### src/rtl/lgov_pkg.sv
`timescale 1ns / 1ps
// ----------------------------------------------------------------------------
// lgov_pkg
// Shared widths, register codes and payload types of the load governor core.
// ----------------------------------------------------------------------------
package lgov_pkg;

  localparam int unsigned FreqBits  = 24;
  localparam int unsigned TimeBits  = 32;
  localparam int unsigned DwellBits = 27;
  localparam int unsigned PctBits   = 7;
  localparam int unsigned TaskBits  = 8;
  localparam int unsigned LoadBits  = 7;
  localparam int unsigned CfgBits   = 27;
  localparam int unsigned IdxBits   = 3;

  // Numerator of the load division: 100 * busy time, below 128 * wall.
  localparam int unsigned NumW      = TimeBits + LoadBits;
  // Scale-down product: frequency times (load + bias), bias sum below 256.
  localparam int unsigned ProdW     = FreqBits + 8;
  // Reciprocal of the divide by 75, scaled by 2^(ProdW + 6).
  localparam int unsigned RecipShift = ProdW + 6;
  // Wide frequency domain for candidates before clamping.
  localparam int unsigned FW        = FreqBits + 2;

  localparam int unsigned Hundred   = 100;
  localparam int unsigned ScaleDiv  = 75;
  localparam logic [ProdW-1:0] Recip = ProdW'((64'd1 << RecipShift) / 64'd75);

  localparam int unsigned InDataBits  = ((3 * FreqBits + 1 + TaskBits + 2 * TimeBits + 7) / 8) * 8;
  localparam int unsigned OutDataBits = ((1 + FreqBits + LoadBits + 7) / 8) * 8;

  typedef enum logic [IdxBits-1:0] {
    RegDownDwell  = 3'd0,
    RegWakeFloor  = 3'd1,
    RegSleepCap   = 3'd2,
    RegUpStep     = 3'd3,
    RegDownLimit  = 3'd4,
    RegHighPct    = 3'd5,
    RegLowPct     = 3'd6
  } reg_idx_e;

  typedef enum logic {
    OpForcedUp = 1'b0,
    OpEvaluate = 1'b1
  } op_e;

  typedef struct packed {
    op_e                   opcode;
    logic [FreqBits-1:0]   cur;
    logic [FreqBits-1:0]   lo;
    logic [FreqBits-1:0]   hi;
    logic                  susp;
    logic [TaskBits-1:0]   tasks;
    logic [TimeBits-1:0]   wall;
  } evt_t;

  typedef struct packed {
    evt_t                  evt;
    logic                  ok;
    logic [NumW-1:0]       rem;
    logic [LoadBits-1:0]   quo;
  } div_t;

  typedef struct packed {
    evt_t                  evt;
    logic [LoadBits-1:0]   load;
    logic [ProdW-1:0]      prod;
    logic [FW-1:0]         ramp;
    logic [FW-1:0]         q;
  } scl_t;

endpackage

### src/rtl/dvfs_load_governor_step_core.sv
`timescale 1ns / 1ps
// ----------------------------------------------------------------------------
// dvfs_load_governor_step_core
// Load-threshold frequency governor, one evaluation per input beat.
// ----------------------------------------------------------------------------
// Usage:
//   s_axis carries one evaluation per beat: tuser holds the opcode (forced
//   ramp-up or load evaluation), tdata the frequencies, suspend flag, task
//   count and the idle/wall times. m_axis returns exactly one result beat per
//   input beat, in order: apply flag, target frequency and measured load.
//   The cfg channel writes the tuning registers by index; it is always ready
//   and is meant to be used only while no beat is in flight.
// Pipeline:
//   13 register stages: input stage, seven one-bit restoring division
//   stages for the load, three stages for the scale-down product and the
//   divide by 75 (reciprocal multiply plus correction), a selection stage and
//   the output register; one beat is accepted per cycle unless stalled.
// Reset clears all valid bits and loads the register defaults. When the
// receiver stalls, beats collect in empty stages and tready drops only once
// every stage holds a beat.
// ----------------------------------------------------------------------------
module dvfs_load_governor_step_core (
  input  logic                               clk_i,
  input  logic                               rst_ni,
  // cfg channel
  input  logic                               cfg_valid_i,
  output logic                               cfg_ready_o,
  input  logic [lgov_pkg::IdxBits-1:0]       cfg_index_i,
  input  logic [lgov_pkg::CfgBits-1:0]       cfg_data_i,
  // input stream
  input  logic                               s_axis_tvalid,
  output logic                               s_axis_tready,
  // tdata, low to high: cur_khz, floor_khz, ceiling_khz, is_suspended,
  // runnable_tasks, idle_since_change_us, wall_since_change_us, zero pad
  input  logic [lgov_pkg::InDataBits-1:0]    s_axis_tdata,
  // tuser: opcode
  input  logic                               s_axis_tuser,
  // output stream
  output logic                               m_axis_tvalid,
  input  logic                               m_axis_tready,
  // tdata, low to high: apply, target_khz, load_pct
  output logic [lgov_pkg::OutDataBits-1:0]   m_axis_tdata
);
  import lgov_pkg::*;

  localparam int unsigned DivSteps = LoadBits;

  typedef struct packed {
    evt_t                evt;
    logic [LoadBits-1:0] load;
    logic                apply;
    logic [FW-1:0]       f;
  } sel_t;

  // Tuning registers
  logic [DwellBits-1:0] dwell_q;
  logic [FreqBits-1:0]  wake_q, cap_q, up_q, dlim_q;
  logic [PctBits-1:0]   high_q, low_q;

  assign cfg_ready_o = 1'b1;

  always_ff @(posedge clk_i or negedge rst_ni) begin
    if (!rst_ni) begin
      dwell_q <= DwellBits'(48000);
      wake_q  <= FreqBits'(921600);
      cap_q   <= FreqBits'(249600);
      up_q    <= FreqBits'(100000);
      dlim_q  <= FreqBits'(200000);
      high_q  <= PctBits'(70);
      low_q   <= PctBits'(35);
    end else if (cfg_valid_i && cfg_ready_o) begin
      unique case (reg_idx_e'(cfg_index_i))
        RegDownDwell: dwell_q <= cfg_data_i[DwellBits-1:0];
        RegWakeFloor: wake_q  <= cfg_data_i[FreqBits-1:0];
        RegSleepCap:  cap_q   <= cfg_data_i[FreqBits-1:0];
        RegUpStep:    up_q    <= cfg_data_i[FreqBits-1:0];
        RegDownLimit: dlim_q  <= cfg_data_i[FreqBits-1:0];
        RegHighPct:   high_q  <= cfg_data_i[PctBits-1:0];
        RegLowPct:    low_q   <= cfg_data_i[PctBits-1:0];
        default: ;  // unknown index: drop the write
      endcase
    end
  end

  // Input stage: unpack, form 100 * busy time for the divider
  evt_t                in_evt;
  logic [TimeBits-1:0] in_idle;
  logic [TimeBits-1:0] busy;
  div_t                a_d, a_q;
  logic                a_valid_q, a_ready;

  always_comb begin
    in_evt.opcode = op_e'(s_axis_tuser);
    in_evt.cur    = s_axis_tdata[FreqBits-1:0];
    in_evt.lo     = s_axis_tdata[2*FreqBits-1:FreqBits];
    in_evt.hi     = s_axis_tdata[3*FreqBits-1:2*FreqBits];
    in_evt.susp   = s_axis_tdata[3*FreqBits];
    in_evt.tasks  = s_axis_tdata[3*FreqBits+TaskBits:3*FreqBits+1];
    in_evt.wall   = s_axis_tdata[3*FreqBits+TaskBits+2*TimeBits:3*FreqBits+TaskBits+TimeBits+1];
  end
  assign in_idle = s_axis_tdata[3*FreqBits+TaskBits+TimeBits:3*FreqBits+TaskBits+1];
  assign busy    = in_evt.wall - in_idle;

  always_comb begin
    a_d.evt = in_evt;
    // Zero wall time or idle beyond wall reads as no load.
    a_d.ok  = (in_evt.wall != '0) && (in_idle <= in_evt.wall);
    a_d.rem = a_d.ok ? NumW'(busy) * NumW'(Hundred) : '0;
    a_d.quo = '0;
  end

  assign s_axis_tready = !a_valid_q || a_ready;

  always_ff @(posedge clk_i or negedge rst_ni) begin
    if (!rst_ni) begin
      a_valid_q <= 1'b0;
    end else if (s_axis_tready) begin
      a_valid_q <= s_axis_tvalid;
    end
  end

  always_ff @(posedge clk_i) begin
    if (s_axis_tvalid && s_axis_tready) begin
      a_q <= a_d;
    end
  end

  // Division chain: quotient bits from MSB down
  div_t            dv_data  [DivSteps+1];
  logic [DivSteps:0] dv_valid;
  logic [DivSteps:0] dv_ready;

  assign dv_data[0]  = a_q;
  assign dv_valid[0] = a_valid_q;
  assign a_ready     = dv_ready[0];

  for (genvar k = 0; k < DivSteps; k++) begin : g_div
    lgov_div_stage #(
      .Shift(DivSteps - 1 - k)
    ) u_stage (
      .clk_i      (clk_i),
      .rst_ni     (rst_ni),
      .in_valid_i (dv_valid[k]),
      .in_ready_o (dv_ready[k]),
      .in_i       (dv_data[k]),
      .out_valid_o(dv_valid[k+1]),
      .out_ready_i(dv_ready[k+1]),
      .out_o      (dv_data[k+1])
    );
  end

  // Scale-down path
  scl_t sc_in, sc_out;
  logic sc_valid, sc_ready;

  always_comb begin
    sc_in      = '0;
    sc_in.evt  = dv_data[DivSteps].evt;
    sc_in.load = dv_data[DivSteps].ok ? dv_data[DivSteps].quo : '0;
  end

  lgov_scale u_scale (
    .clk_i      (clk_i),
    .rst_ni     (rst_ni),
    .high_pct_i (high_q),
    .up_step_i  (up_q),
    .in_valid_i (dv_valid[DivSteps]),
    .in_ready_o (dv_ready[DivSteps]),
    .in_i       (sc_in),
    .out_valid_o(sc_valid),
    .out_ready_i(sc_ready),
    .out_o      (sc_out)
  );

  // Selection stage: hold decision and raw target
  sel_t                sel_d, sel_q;
  logic                sel_valid_q, sel_ready;
  logic                dl_on;
  logic [FreqBits-1:0] dl_floor;
  logic [FW-1:0]       f_down;

  assign dl_on    = (dlim_q != '0) && (dlim_q < sc_out.evt.cur);
  assign dl_floor = sc_out.evt.cur - dlim_q;
  assign f_down   = (dl_on && (sc_out.q < FW'(dl_floor))) ? FW'(dl_floor) : sc_out.q;

  always_comb begin
    sel_d.evt  = sc_out.evt;
    sel_d.load = sc_out.load;
    if (sc_out.evt.opcode == OpForcedUp) begin
      sel_d.load  = '0;
      sel_d.apply = !((sc_out.evt.cur == sc_out.evt.hi) || (sc_out.evt.tasks <= TaskBits'(1)));
      sel_d.f     = sc_out.ramp;
    end else begin
      sel_d.apply = !((sc_out.evt.cur == sc_out.evt.lo) ||
                      (sc_out.evt.wall < TimeBits'(dwell_q)));
      priority if (sc_out.load < low_q) begin
        sel_d.f = f_down;
      end else if (sc_out.load > high_q) begin
        sel_d.f = sc_out.ramp;
      end else begin
        sel_d.f = FW'(sc_out.evt.cur);
      end
    end
  end

  assign sc_ready = !sel_valid_q || sel_ready;

  always_ff @(posedge clk_i or negedge rst_ni) begin
    if (!rst_ni) begin
      sel_valid_q <= 1'b0;
    end else if (sc_ready) begin
      sel_valid_q <= sc_valid;
    end
  end

  always_ff @(posedge clk_i) begin
    if (sc_valid && sc_ready) begin
      sel_q <= sel_d;
    end
  end

  // Output stage: sleep cap or wake floor, then ceiling and floor clamp; current frequency if not applied
  logic          capped;
  logic [FW-1:0] f_cap, f_hi, f_out;
  logic          out_valid_q;
  logic [FreqBits-1:0] tgt_q;
  logic [LoadBits-1:0] load_q;
  logic                apply_q;
  evt_t                oevt_q;

  assign capped = sel_q.evt.susp && (cap_q != '0);

  always_comb begin
    if (sel_q.evt.opcode == OpForcedUp) begin
      if (capped) begin
        f_cap = (sel_q.f > FW'(cap_q)) ? FW'(cap_q) : sel_q.f;
      end else begin
        f_cap = (sel_q.f < FW'(wake_q)) ? FW'(wake_q) : sel_q.f;
      end
    end else begin
      f_cap = (capped && ((sel_q.f > FW'(cap_q)) || (sel_q.f > FW'(sel_q.evt.cur))))
              ? FW'(cap_q) : sel_q.f;
    end
    f_hi = (f_cap > FW'(sel_q.evt.hi)) ? FW'(sel_q.evt.hi) : f_cap;
    if (!sel_q.apply) begin
      f_out = FW'(sel_q.evt.cur);
    end else begin
      f_out = (f_hi < FW'(sel_q.evt.lo)) ? FW'(sel_q.evt.lo) : f_hi;
    end
  end

  assign sel_ready = !out_valid_q || m_axis_tready;

  always_ff @(posedge clk_i or negedge rst_ni) begin
    if (!rst_ni) begin
      out_valid_q <= 1'b0;
    end else if (sel_ready) begin
      out_valid_q <= sel_valid_q;
    end
  end

  always_ff @(posedge clk_i) begin
    if (sel_valid_q && sel_ready) begin
      tgt_q   <= f_out[FreqBits-1:0];
      load_q  <= sel_q.load;
      apply_q <= sel_q.apply;
      oevt_q  <= sel_q.evt;
    end
  end

  assign m_axis_tvalid = out_valid_q;
  assign m_axis_tdata  = OutDataBits'({load_q, tgt_q, apply_q});

  // Checks
  a_load_range: assert property (@(posedge clk_i) disable iff (!rst_ni)
    m_axis_tvalid |-> (load_q <= LoadBits'(Hundred)))
    else $error("load above 100 percent");

  a_forced_no_load: assert property (@(posedge clk_i) disable iff (!rst_ni)
    (m_axis_tvalid && (oevt_q.opcode == OpForcedUp)) |-> (load_q == '0))
    else $error("forced ramp-up reports nonzero load");

  a_clamped: assert property (@(posedge clk_i) disable iff (!rst_ni)
    (m_axis_tvalid && apply_q && (oevt_q.lo <= oevt_q.hi)) |->
      ((tgt_q >= oevt_q.lo) && (tgt_q <= oevt_q.hi)))
    else $error("applied target outside policy limits");

  a_stall_source: assert property (@(posedge clk_i) disable iff (!rst_ni)
    !s_axis_tready |-> (m_axis_tvalid && !m_axis_tready))
    else $error("input stalled without output backpressure");

endmodule

### src/rtl/lgov_div_stage.sv
`timescale 1ns / 1ps
// ----------------------------------------------------------------------------
// lgov_div_stage
// One restoring step of the load division, one quotient bit per stage.
// ----------------------------------------------------------------------------
module lgov_div_stage #(
  parameter int unsigned Shift = 0
) (
  input  logic           clk_i,
  input  logic           rst_ni,
  input  logic           in_valid_i,
  output logic           in_ready_o,
  input  lgov_pkg::div_t in_i,
  output logic           out_valid_o,
  input  logic           out_ready_i,
  output lgov_pkg::div_t out_o
);
  import lgov_pkg::*;

  logic            valid_q;
  div_t            data_q, data_d;
  logic [NumW-1:0] dsh;
  logic            ge;

  assign dsh = NumW'(in_i.evt.wall) << Shift;
  assign ge  = in_i.rem >= dsh;

  always_comb begin
    data_d     = in_i;
    data_d.rem = ge ? in_i.rem - dsh : in_i.rem;
    data_d.quo = {in_i.quo[LoadBits-2:0], ge};
  end

  assign in_ready_o  = !valid_q || out_ready_i;
  assign out_valid_o = valid_q;
  assign out_o       = data_q;

  always_ff @(posedge clk_i or negedge rst_ni) begin
    if (!rst_ni) begin
      valid_q <= 1'b0;
    end else if (in_ready_o) begin
      valid_q <= in_valid_i;
    end
  end

  always_ff @(posedge clk_i) begin
    if (in_valid_i && in_ready_o) begin
      data_q <= data_d;
    end
  end

endmodule

### src/rtl/lgov_scale.sv
`timescale 1ns / 1ps
// ----------------------------------------------------------------------------
// lgov_scale
// Three-stage scale-down path: product, reciprocal multiply, remainder fix.
// ----------------------------------------------------------------------------
module lgov_scale (
  input  logic                          clk_i,
  input  logic                          rst_ni,
  input  logic [lgov_pkg::PctBits-1:0]  high_pct_i,
  input  logic [lgov_pkg::FreqBits-1:0] up_step_i,
  input  logic                          in_valid_i,
  output logic                          in_ready_o,
  input  lgov_pkg::scl_t                in_i,
  output logic                          out_valid_o,
  input  logic                          out_ready_i,
  output lgov_pkg::scl_t                out_o
);
  import lgov_pkg::*;

  logic [2:0]         valid_q;
  logic [2:0]         rdy;
  scl_t               s_q [3];
  scl_t               s_d [3];
  logic [PctBits-1:0] bias;
  logic [7:0]         factor;
  logic [2*ProdW-1:0] wide;
  logic [ProdW-1:0]   chk;
  logic [ProdW-1:0]   rem;

  assign rdy[2]      = !valid_q[2] || out_ready_i;
  assign rdy[1]      = !valid_q[1] || rdy[2];
  assign rdy[0]      = !valid_q[0] || rdy[1];
  assign in_ready_o  = rdy[0];
  assign out_valid_o = valid_q[2];
  assign out_o       = s_q[2];

  assign bias   = (high_pct_i < PctBits'(Hundred)) ? PctBits'(Hundred) - high_pct_i : '0;
  assign factor = 8'(in_i.load) + 8'(bias);
  assign wide   = {{ProdW{1'b0}}, s_q[0].prod} * {{ProdW{1'b0}}, Recip};
  assign chk    = ProdW'(s_q[1].q) * ProdW'(ScaleDiv);
  assign rem    = s_q[1].prod - chk;

  always_comb begin
    s_d[0]      = in_i;
    s_d[0].prod = ProdW'(in_i.evt.cur) * ProdW'(factor);
    s_d[0].ramp = (up_step_i != '0) ? FW'(in_i.evt.cur) + FW'(up_step_i) : FW'(in_i.evt.hi);
    s_d[0].q    = '0;

    // Estimate may fall one short of the true quotient.
    s_d[1]      = s_q[0];
    s_d[1].q    = wide[2*ProdW-1:RecipShift];

    s_d[2]      = s_q[1];
    s_d[2].q    = (rem >= ProdW'(ScaleDiv)) ? s_q[1].q + FW'(1) : s_q[1].q;
  end

  always_ff @(posedge clk_i or negedge rst_ni) begin
    if (!rst_ni) begin
      valid_q <= '0;
    end else begin
      if (rdy[0]) valid_q[0] <= in_valid_i;
      if (rdy[1]) valid_q[1] <= valid_q[0];
      if (rdy[2]) valid_q[2] <= valid_q[1];
    end
  end

  always_ff @(posedge clk_i) begin
    if (in_valid_i && rdy[0]) s_q[0] <= s_d[0];
    if (valid_q[0] && rdy[1]) s_q[1] <= s_d[1];
    if (valid_q[1] && rdy[2]) s_q[2] <= s_d[2];
  end

endmodule

### config.mk
export PLATFORM = sky130hd
export DESIGN_NAME = dvfs_load_governor_step_core
export DESIGN_NICKNAME = d
export VERILOG_FILES = /design/src/rtl/lgov_pkg.sv /design/src/rtl/dvfs_load_governor_step_core.sv /design/src/rtl/lgov_div_stage.sv /design/src/rtl/lgov_scale.sv
export SDC_FILE = /design/constraint.sdc
export NUM_CORES = 2
export LEC_CHECK = 0
export ABC_AREA = 1
export BUFFER_PORTS_ARGS = -buffer_cell sky130_fd_sc_hd__buf_2
export CAP_MARGIN = 20
export CORE_MARGIN = 8
export CORE_UTILIZATION = 45
export CTS_CLUSTER_DIAMETER = 40
export DETAILED_ROUTE_END_ITERATION = 6
export GPL_TIMING_DRIVEN = 0
export MAX_ROUTING_LAYER = met4
export PLACE_DENSITY = 0.6
export SYNTH_ARGS = -nofsm -noshare
export SYNTH_HDL_FRONTEND = slang
export SYNTH_SLANG_ARGS = --single-unit
### constraint.sdc
create_clock -name clk_i -period 18.75 [get_ports clk_i]
set_input_delay 3.75 -clock clk_i [delete_from_list [all_inputs] [get_ports clk_i]]
set_output_delay 3.75 -clock clk_i [all_outputs]
set_load 0.01 [all_outputs]
Word level (Yosys, flattened, before mapping):

Memories as Yosys holds them, arrays and structs flattened.
Cells that the tools add are included.

* bits in registers: 1511
* bits in writable memories: 615
* input port bits: 188
* output and inout port bits: 35
* logic and storage cells: 246
* memories: 1

Memory list
* u_scale.s_q: depth 3, width 205, rd ports 3, clocked after memory_dff 0, write ports 3, line lgov_scale.sv:22 `scl_t s_q [3];`

* add/sub/neg operators: 13
* multiply operators: 4
* $lt $le $gt $ge: 21
* equal/unequal tests: 8
* mux-type cells: 28
* reduce and logical (&&, ||, !) cells: 61

Operator list (count)
* 2-to-1 mux 26 bit: 11
* 2-to-1 mux 39 bit: 6
* greater-than comparator 26 x 24 -> 1 bit: 3
* less-than comparator 26 x 24 -> 1 bit: 3
* nonzero test 24 bit: 3
* multiplier 32 x 32 -> 64 bit (second input constant): 1
* subtractor 32 bit: 2
* equality test 24 bit: 2
* 2-to-1 mux 24 bit: 2
* greater-or-equal comparator 39 x 32 -> 1 bit: 1
* greater-or-equal comparator 39 x 33 -> 1 bit: 1
* greater-or-equal comparator 39 x 34 -> 1 bit: 1
* greater-or-equal comparator 39 x 35 -> 1 bit: 1
* greater-or-equal comparator 39 x 36 -> 1 bit: 1
* greater-or-equal comparator 39 x 37 -> 1 bit: 1
* greater-or-equal comparator 39 x 38 -> 1 bit: 1
* subtractor 39 x 33 -> 39 bit: 1
* subtractor 39 x 34 -> 39 bit: 1
* subtractor 39 x 35 -> 39 bit: 1
* subtractor 39 x 36 -> 39 bit: 1
* subtractor 39 x 37 -> 39 bit: 1
* subtractor 39 x 38 -> 39 bit: 1
* multiplier 32 x 5 -> 37 bit (second input constant): 1
* greater-or-equal comparator 32 x 7 -> 1 bit (second input constant): 1
* 26 further kinds: 87

Logic depth before layout (Yosys ltp):

* depth in word-level cells: 15
* gate-level depth with buffers: 43
* gate-level depth less buffers: 42

Hierarchy:

From an unflattened synthesis, not the netlist that was laid out.

* cells, all modules: 14332
* area, all modules: 137769.6 um2

By module, submodules not included
* lgov_scale: instances 1, cells an instance 4831, area each 51033.9 um2, seq. area each 17671.9 um2
* dvfs_load_governor_step_core: instances 1, cells an instance 3316, area each 28999.1 um2, seq. area each 12318.1 um2
* lgov_div_stage (g_div[6].u_stage): instances 1, cells an instance 983, area each 8688.3 um2, seq. area each 4859.7 um2
* lgov_div_stage (g_div[5].u_stage): instances 1, cells an instance 924, area each 8430.6 um2, seq. area each 4859.7 um2
* lgov_div_stage (g_div[4].u_stage): instances 1, cells an instance 893, area each 8281.7 um2, seq. area each 4859.7 um2
* lgov_div_stage (g_div[3].u_stage): instances 1, cells an instance 860, area each 8170.3 um2, seq. area each 4859.7 um2
* lgov_div_stage (g_div[1].u_stage): instances 1, cells an instance 844, area each 8136.6 um2, seq. area each 4859.7 um2
* lgov_div_stage (g_div[2].u_stage): instances 1, cells an instance 838, area each 8020.2 um2, seq. area each 4859.7 um2
* lgov_div_stage (g_div[0].u_stage): instances 1, cells an instance 843, area each 8008.9 um2, seq. area each 4859.7 um2

Least setup slack after synthesis:

OpenSTA, ideal clock, no wires.

* kind: input-to-reg
* start point: input port m_axis_tready
* end point: memory u_scale.s_q[0][205] (netlist name) (enable)
* library setup time: 0.774 ns
* data arrival time: 12.605 ns
* data required time: 17.976 ns
* setup slack: 5.371 ns
* stages on the path: 8
* path buffers: 0
* path through: nor2_1 > inv_1 > nor2_1 > inv_1 > nor2_1 > inv_1 > nor2_1 > nor2_1

RTL lines
* from (decl): line dvfs_load_governor_step_core.sv:40 `input logic m_axis_tready,`
* to (decl): line lgov_scale.sv:22

Final worst setup path:

* start point: input port m_axis_tready
* end point: output port s_axis_tready

* cells in the longest elaborated chain, start to end: 13

Ends and longest elaborated chain
* logical OR 1 bit: line dvfs_load_governor_step_core.sv:252 `assign sel_ready = !out_valid_q || m_axis_tready;`
* logical OR 1 bit: line dvfs_load_governor_step_core.sv:206 `assign sc_ready = !sel_valid_q || sel_ready;`
* logical OR 1 bit: line lgov_scale.sv:30 `assign rdy[2] = !valid_q[2] || out_ready_i;`
* logical OR 1 bit: line lgov_scale.sv:31 `assign rdy[1] = !valid_q[1] || rdy[2];`
* logical OR 1 bit: line lgov_scale.sv:32 `assign rdy[0] = !valid_q[0] || rdy[1];`
* logical OR 1 bit (7 in series): line lgov_div_stage.sv:34 `assign in_ready_o = !valid_q || out_ready_i;`
* logical OR 1 bit: line dvfs_load_governor_step_core.sv:112 `assign s_axis_tready = !a_valid_q || a_ready;`
* to (decl): line dvfs_load_governor_step_core.sv:32 `output logic s_axis_tready,`

No other way between the ends.

==> impl_metrics.xml <==
<?xml version="1.0" encoding="UTF-8"?>
<metrics>
  <group name="status">
    <metric name="status" unit="">finished with violations</metric>
    <metric name="failed_checks" unit="">antenna rules, DRC</metric>
  </group>
  <group name="floorplan">
    <metric name="die_w" unit="um">534</metric>
    <metric name="placeableCoreArea" unit="um2">267000</metric>
    <metric name="die_area" unit="um2">285000</metric>
    <metric name="ios" unit="">223</metric>
    <metric name="floorplan.rows" unit="">190</metric>
    <metric name="initial_core_util" unit="%">45.1</metric>
    <metric name="die_height" unit="um">534</metric>
  </group>
  <group name="setup_path">
    <metric name="timing.critical_path.to_type" unit="">output port</metric>
    <metric name="timing.critical_path.mode_cell" unit="">sky130_fd_sc_hd__inv_1</metric>
    <metric name="timing.critical_path.arrival" unit="ns">7.19</metric>
    <metric name="cp.buffers_inverters" unit="">13</metric>
    <metric name="cp-start-kind" unit="">primary input</metric>
    <metric name="timing.setup.critical_path_class" unit="">primary input to output port</metric>
    <metric name="cp.required" unit="ns">15.00</metric>
    <metric name="crit_fanout" unit="">4</metric>
    <metric name="worst_path_cell_with_the_longest_stage_delay" unit="">sky130_fd_sc_hd__nor2_2</metric>
    <metric name="critical_path.top_delay_family" unit="">simple AND/OR/NAND/NOR gates</metric>
    <metric name="crit_path_max_incr_delay" unit="ns">0.34</metric>
  </group>
  <group name="synthesis">
    <metric name="yosysTopAreaCell" unit="">sky130_fd_sc_hd__edfxtp_1</metric>
    <metric name="yosys-top-cells-area" unit="">sky130_fd_sc_hd__edfxtp_1 (47%), sky130_fd_sc_hd__ha_1 (11%), sky130_fd_sc_hd__fa_1 (11%)</metric>
    <metric name="postSynthRegisterBits" unit="">2041</metric>
    <metric name="top_cell_types_by_occurrence_after_synthesis" unit="">sky130_fd_sc_hd__inv_1 (2,008), sky130_fd_sc_hd__edfxtp_1 (1,891), sky130_fd_sc_hd__nand2_1 (1,567)</metric>
    <metric name="post_synth_inst_count" unit="">10900</metric>
    <metric name="synth_async_sr_flop_share" unit="%">7.35</metric>
    <metric name="synth_flop_cell" unit="">sky130_fd_sc_hd__edfxtp_1</metric>
    <metric name="ys_seq_area_share" unit="%">50.2</metric>
    <metric name="yosys.area.top_type_share" unit="%">47.0</metric>
    <metric name="most_frequent_cell_after_synthesis" unit="">sky130_fd_sc_hd__inv_1</metric>
    <metric name="synthesis.area" unit="um2">121000</metric>
    <metric name="synth-warning-count" unit="">0</metric>
    <metric name="number_of_enable_type_register_cells_in_the_synthesized_netlist" unit="">1891</metric>
    <metric name="synth.lib_cells_used.distinct" unit="">73</metric>
    <metric name="synthesis.area_per_instance" unit="um2">11.0</metric>
    <metric name="mappedNetlistNets" unit="">12900</metric>
  </group>
  <group name="detailed_routing">
    <metric name="route.vias.total" unit="">80100</metric>
    <metric name="final_ant_viol_nets" unit="">1</metric>
    <metric name="routed_wl" unit="um">340000</metric>
    <metric name="drt_iter0_markers" unit="">6303</metric>
    <metric name="routed_via_density" unit="">5.23</metric>
    <metric name="detail_route.first_pass.iterations" unit="">7</metric>
    <metric name="drt_drc_violations_left" unit="">5</metric>
    <metric name="routed_wire_length_per_instance" unit="um">22.2</metric>
  </group>
  <group name="clocking">
    <metric name="cts.sink_count" unit="">2041</metric>
    <metric name="cts_made_buffers" unit="">310</metric>
    <metric name="clk_transition_reported_paths" unit="ns">0.06</metric>
    <metric name="cts.repair_timing.setup_buffer_count" unit="">0</metric>
    <metric name="cts_root_buf" unit="">sky130_fd_sc_hd__clkbuf_16</metric>
    <metric name="clock_tree_from_tritoncts" unit="">done</metric>
    <metric name="clkLatencyLatePin" unit="ns">0.88</metric>
    <metric name="postCtsHoldBufs" unit="">0</metric>
    <metric name="cts.htree.levels" unit="">5</metric>
    <metric name="cts-resized-gates" unit="">0</metric>
    <metric name="cts-root-to-sink-buffers" unit="">4</metric>
  </group>
  <group name="cells_and_area">
    <metric name="drive_above_1_share" unit="%">8.03</metric>
    <metric name="layout-area-overhead-vs-synth" unit="%">14.3</metric>
    <metric name="finish.net_count" unit="">13500</metric>
    <metric name="filler_cell_count" unit="">23500</metric>
    <metric name="final_standard_cell_utilization_of_the_core" unit="%">51.6</metric>
  </group>
  <group name="placement">
    <metric name="routabilityCongestion" unit="">0.966</metric>
    <metric name="dp_hpwl" unit="um">271000</metric>
    <metric name="port_buffers" unit="">213</metric>
  </group>
  <group name="timing">
    <metric name="maxClockFrequency" unit="GHz">0.0914</metric>
    <metric name="worst_slew_margin_rel" unit="%">18.5</metric>
    <metric name="final.min_clock_period" unit="ns">10.94</metric>
    <metric name="drv_slew" unit="">0</metric>
    <metric name="setup_viol" unit="">0</metric>
    <metric name="final.setup_skew" unit="ns">0.0899</metric>
    <metric name="max_slew.worst_pin.slew" unit="ns">1.22</metric>
    <metric name="grt_setup_unrepaired" unit="">false</metric>
    <metric name="period_share" unit="%">58.4</metric>
    <metric name="final_hold_viol_count" unit="">0</metric>
  </group>
  <group name="grt">
    <metric name="grt_antenna_before_repair" unit="">32</metric>
    <metric name="grt_start_max_net_pins" unit="">116</metric>
    <metric name="grt_pass1_vias" unit="">82500</metric>
    <metric name="grt.total_usage" unit="%">24.2</metric>
    <metric name="grt_first_pass_wirelength" unit="um">504000</metric>
    <metric name="grt_overflow_total" unit="">0</metric>
  </group>
  <group name="job">
    <metric name="maxCapViolCount" unit="">0</metric>
  </group>
  <group name="min_path">
    <metric name="hold_path.class" unit="">flip-flop to flip-flop</metric>
  </group>
</metrics>
-- worst register-to-register path: cells and delay by family (launching register included) --
kind	cells	cell delay, ns
compound gates	13	2.82
fa+ha+maj	6	2.85
buf+inv	7	0.62
flops	1	0.54
simple gates	13	1.56
-- per-layer routing --
metal / global-route usage, % / up-vias / wire length, um
li1: - / 38100 / -
met3: 3.53 / 689 / 19400
met4: 11.1 / 0 / 18500
met2: 39.3 / 2334 / 161000
met1: 30.0 / 39000 / 141000
met5: - / - / 0
-- worst paths after layout --
path	start	end	slack, ns	depth (start not counted)
max	m_axis_tready	s_axis_tready	7.81	26
min	u_scale.s_q[0][190]	u_scale.s_q[0][395]	0.41	0
max reg2reg	high_q[2]	u_scale.s_q[0][81]	10.04	39
min reg2reg	u_scale.s_q[0][190]	u_scale.s_q[0][395]	0.41	0
max in group asynchronous	rst_ni	dwell_q[9]	14.83	2
min in group asynchronous	rst_ni	g_div[4].u_stage.out_valid_o	2.94	1
-- cell families (layout without fill, tap and decap cells) --
family	count (synthesis)	count (layout)	share of synthesized area, %
DFF	2041	2041	50.2
buffers and inverters	2172	3009	6.82
xor gates and xnor gates	400	400	2.90
other	1	18	0.00311
AOI/OAI and AO/OA	1775	1775	8.24
and+or+nand+nor	2774	2774	9.45
adders and majority gates	1766	1766	22.4
-- state kept, by name, summed over array words and instances (netlist names) --
name,count
g_div.u_stage.out_o,1049
u_scale.s_q,551
a_q,151
sel_q,108
dwell_q,27
cap_q,24
dlim_q,24
tgt_q,24
up_q,24
wake_q,24
g_div.u_stage.out_valid_o,7
high_q,7
load_q,7
low_q,7
u_scale.valid_q,3
a_valid_q,1
apply_q,1
m_axis_tvalid,1
sel_valid_q,1
-- layout by cell type, fill, tap and decap left out, types with 62 or more instances in the layout --
cell type                   count
sky130_fd_sc_hd__inv_1       2002
sky130_fd_sc_hd__edfxtp_1    1891
sky130_fd_sc_hd__nand2_1     1567
sky130_fd_sc_hd__ha_1        1105
sky130_fd_sc_hd__a21oi_1      686
sky130_fd_sc_hd__fa_1         661
sky130_fd_sc_hd__nor2_1       654
sky130_fd_sc_hd__o21ai_0      638
sky130_fd_sc_hd__clkbuf_16    320
sky130_fd_sc_hd__nand3_1      244
sky130_fd_sc_hd__buf_2        243
sky130_fd_sc_hd__xor2_1       210
sky130_fd_sc_hd__xnor2_1      190
sky130_fd_sc_hd__clkbuf_1     142
sky130_fd_sc_hd__dfrtp_1      113
sky130_fd_sc_hd__o211ai_1      97
sky130_fd_sc_hd__nor3_1        83
sky130_fd_sc_hd__nand4_1       82
sky130_fd_sc_hd__a31oi_1       75
sky130_fd_sc_hd__o21a_1        62
-- area by class of cell --
cell class                 count  area [um2]  area share, %
sequential                  2041       60600           43.9
multi-input combinational   6716       52000           37.7
clock buffer                 361        8190           5.94
inverter                    2017        7610           5.51
tap                         3552        4440           3.22
timing repair buffer         275        2380           1.73
clock inverter               201        2060           1.49
buffer                       155         669          0.485
antenna                       17        42.5         0.0308
-- per-stage QoR --
stage          TNS, ns  std cells  setup WS [ns]  hold slack [ns]  instance area (um2)
6_report             0      15300           7.81            0.405               138000
5_1_grt              0      15300           7.33            0.412               138000
4_1_cts              0      15300           7.64            0.395               138000
3_5_place_dp         0      14800           7.65            0.405               128000
3_3_place_gp   -140.85      14700         -0.780            0.400               126000
2_1_floorplan        0      10900           5.37            0.400               121000
Power is not shown: default switching activity piles up to over one toggle a cycle in this logic, so the estimate is an artifact.
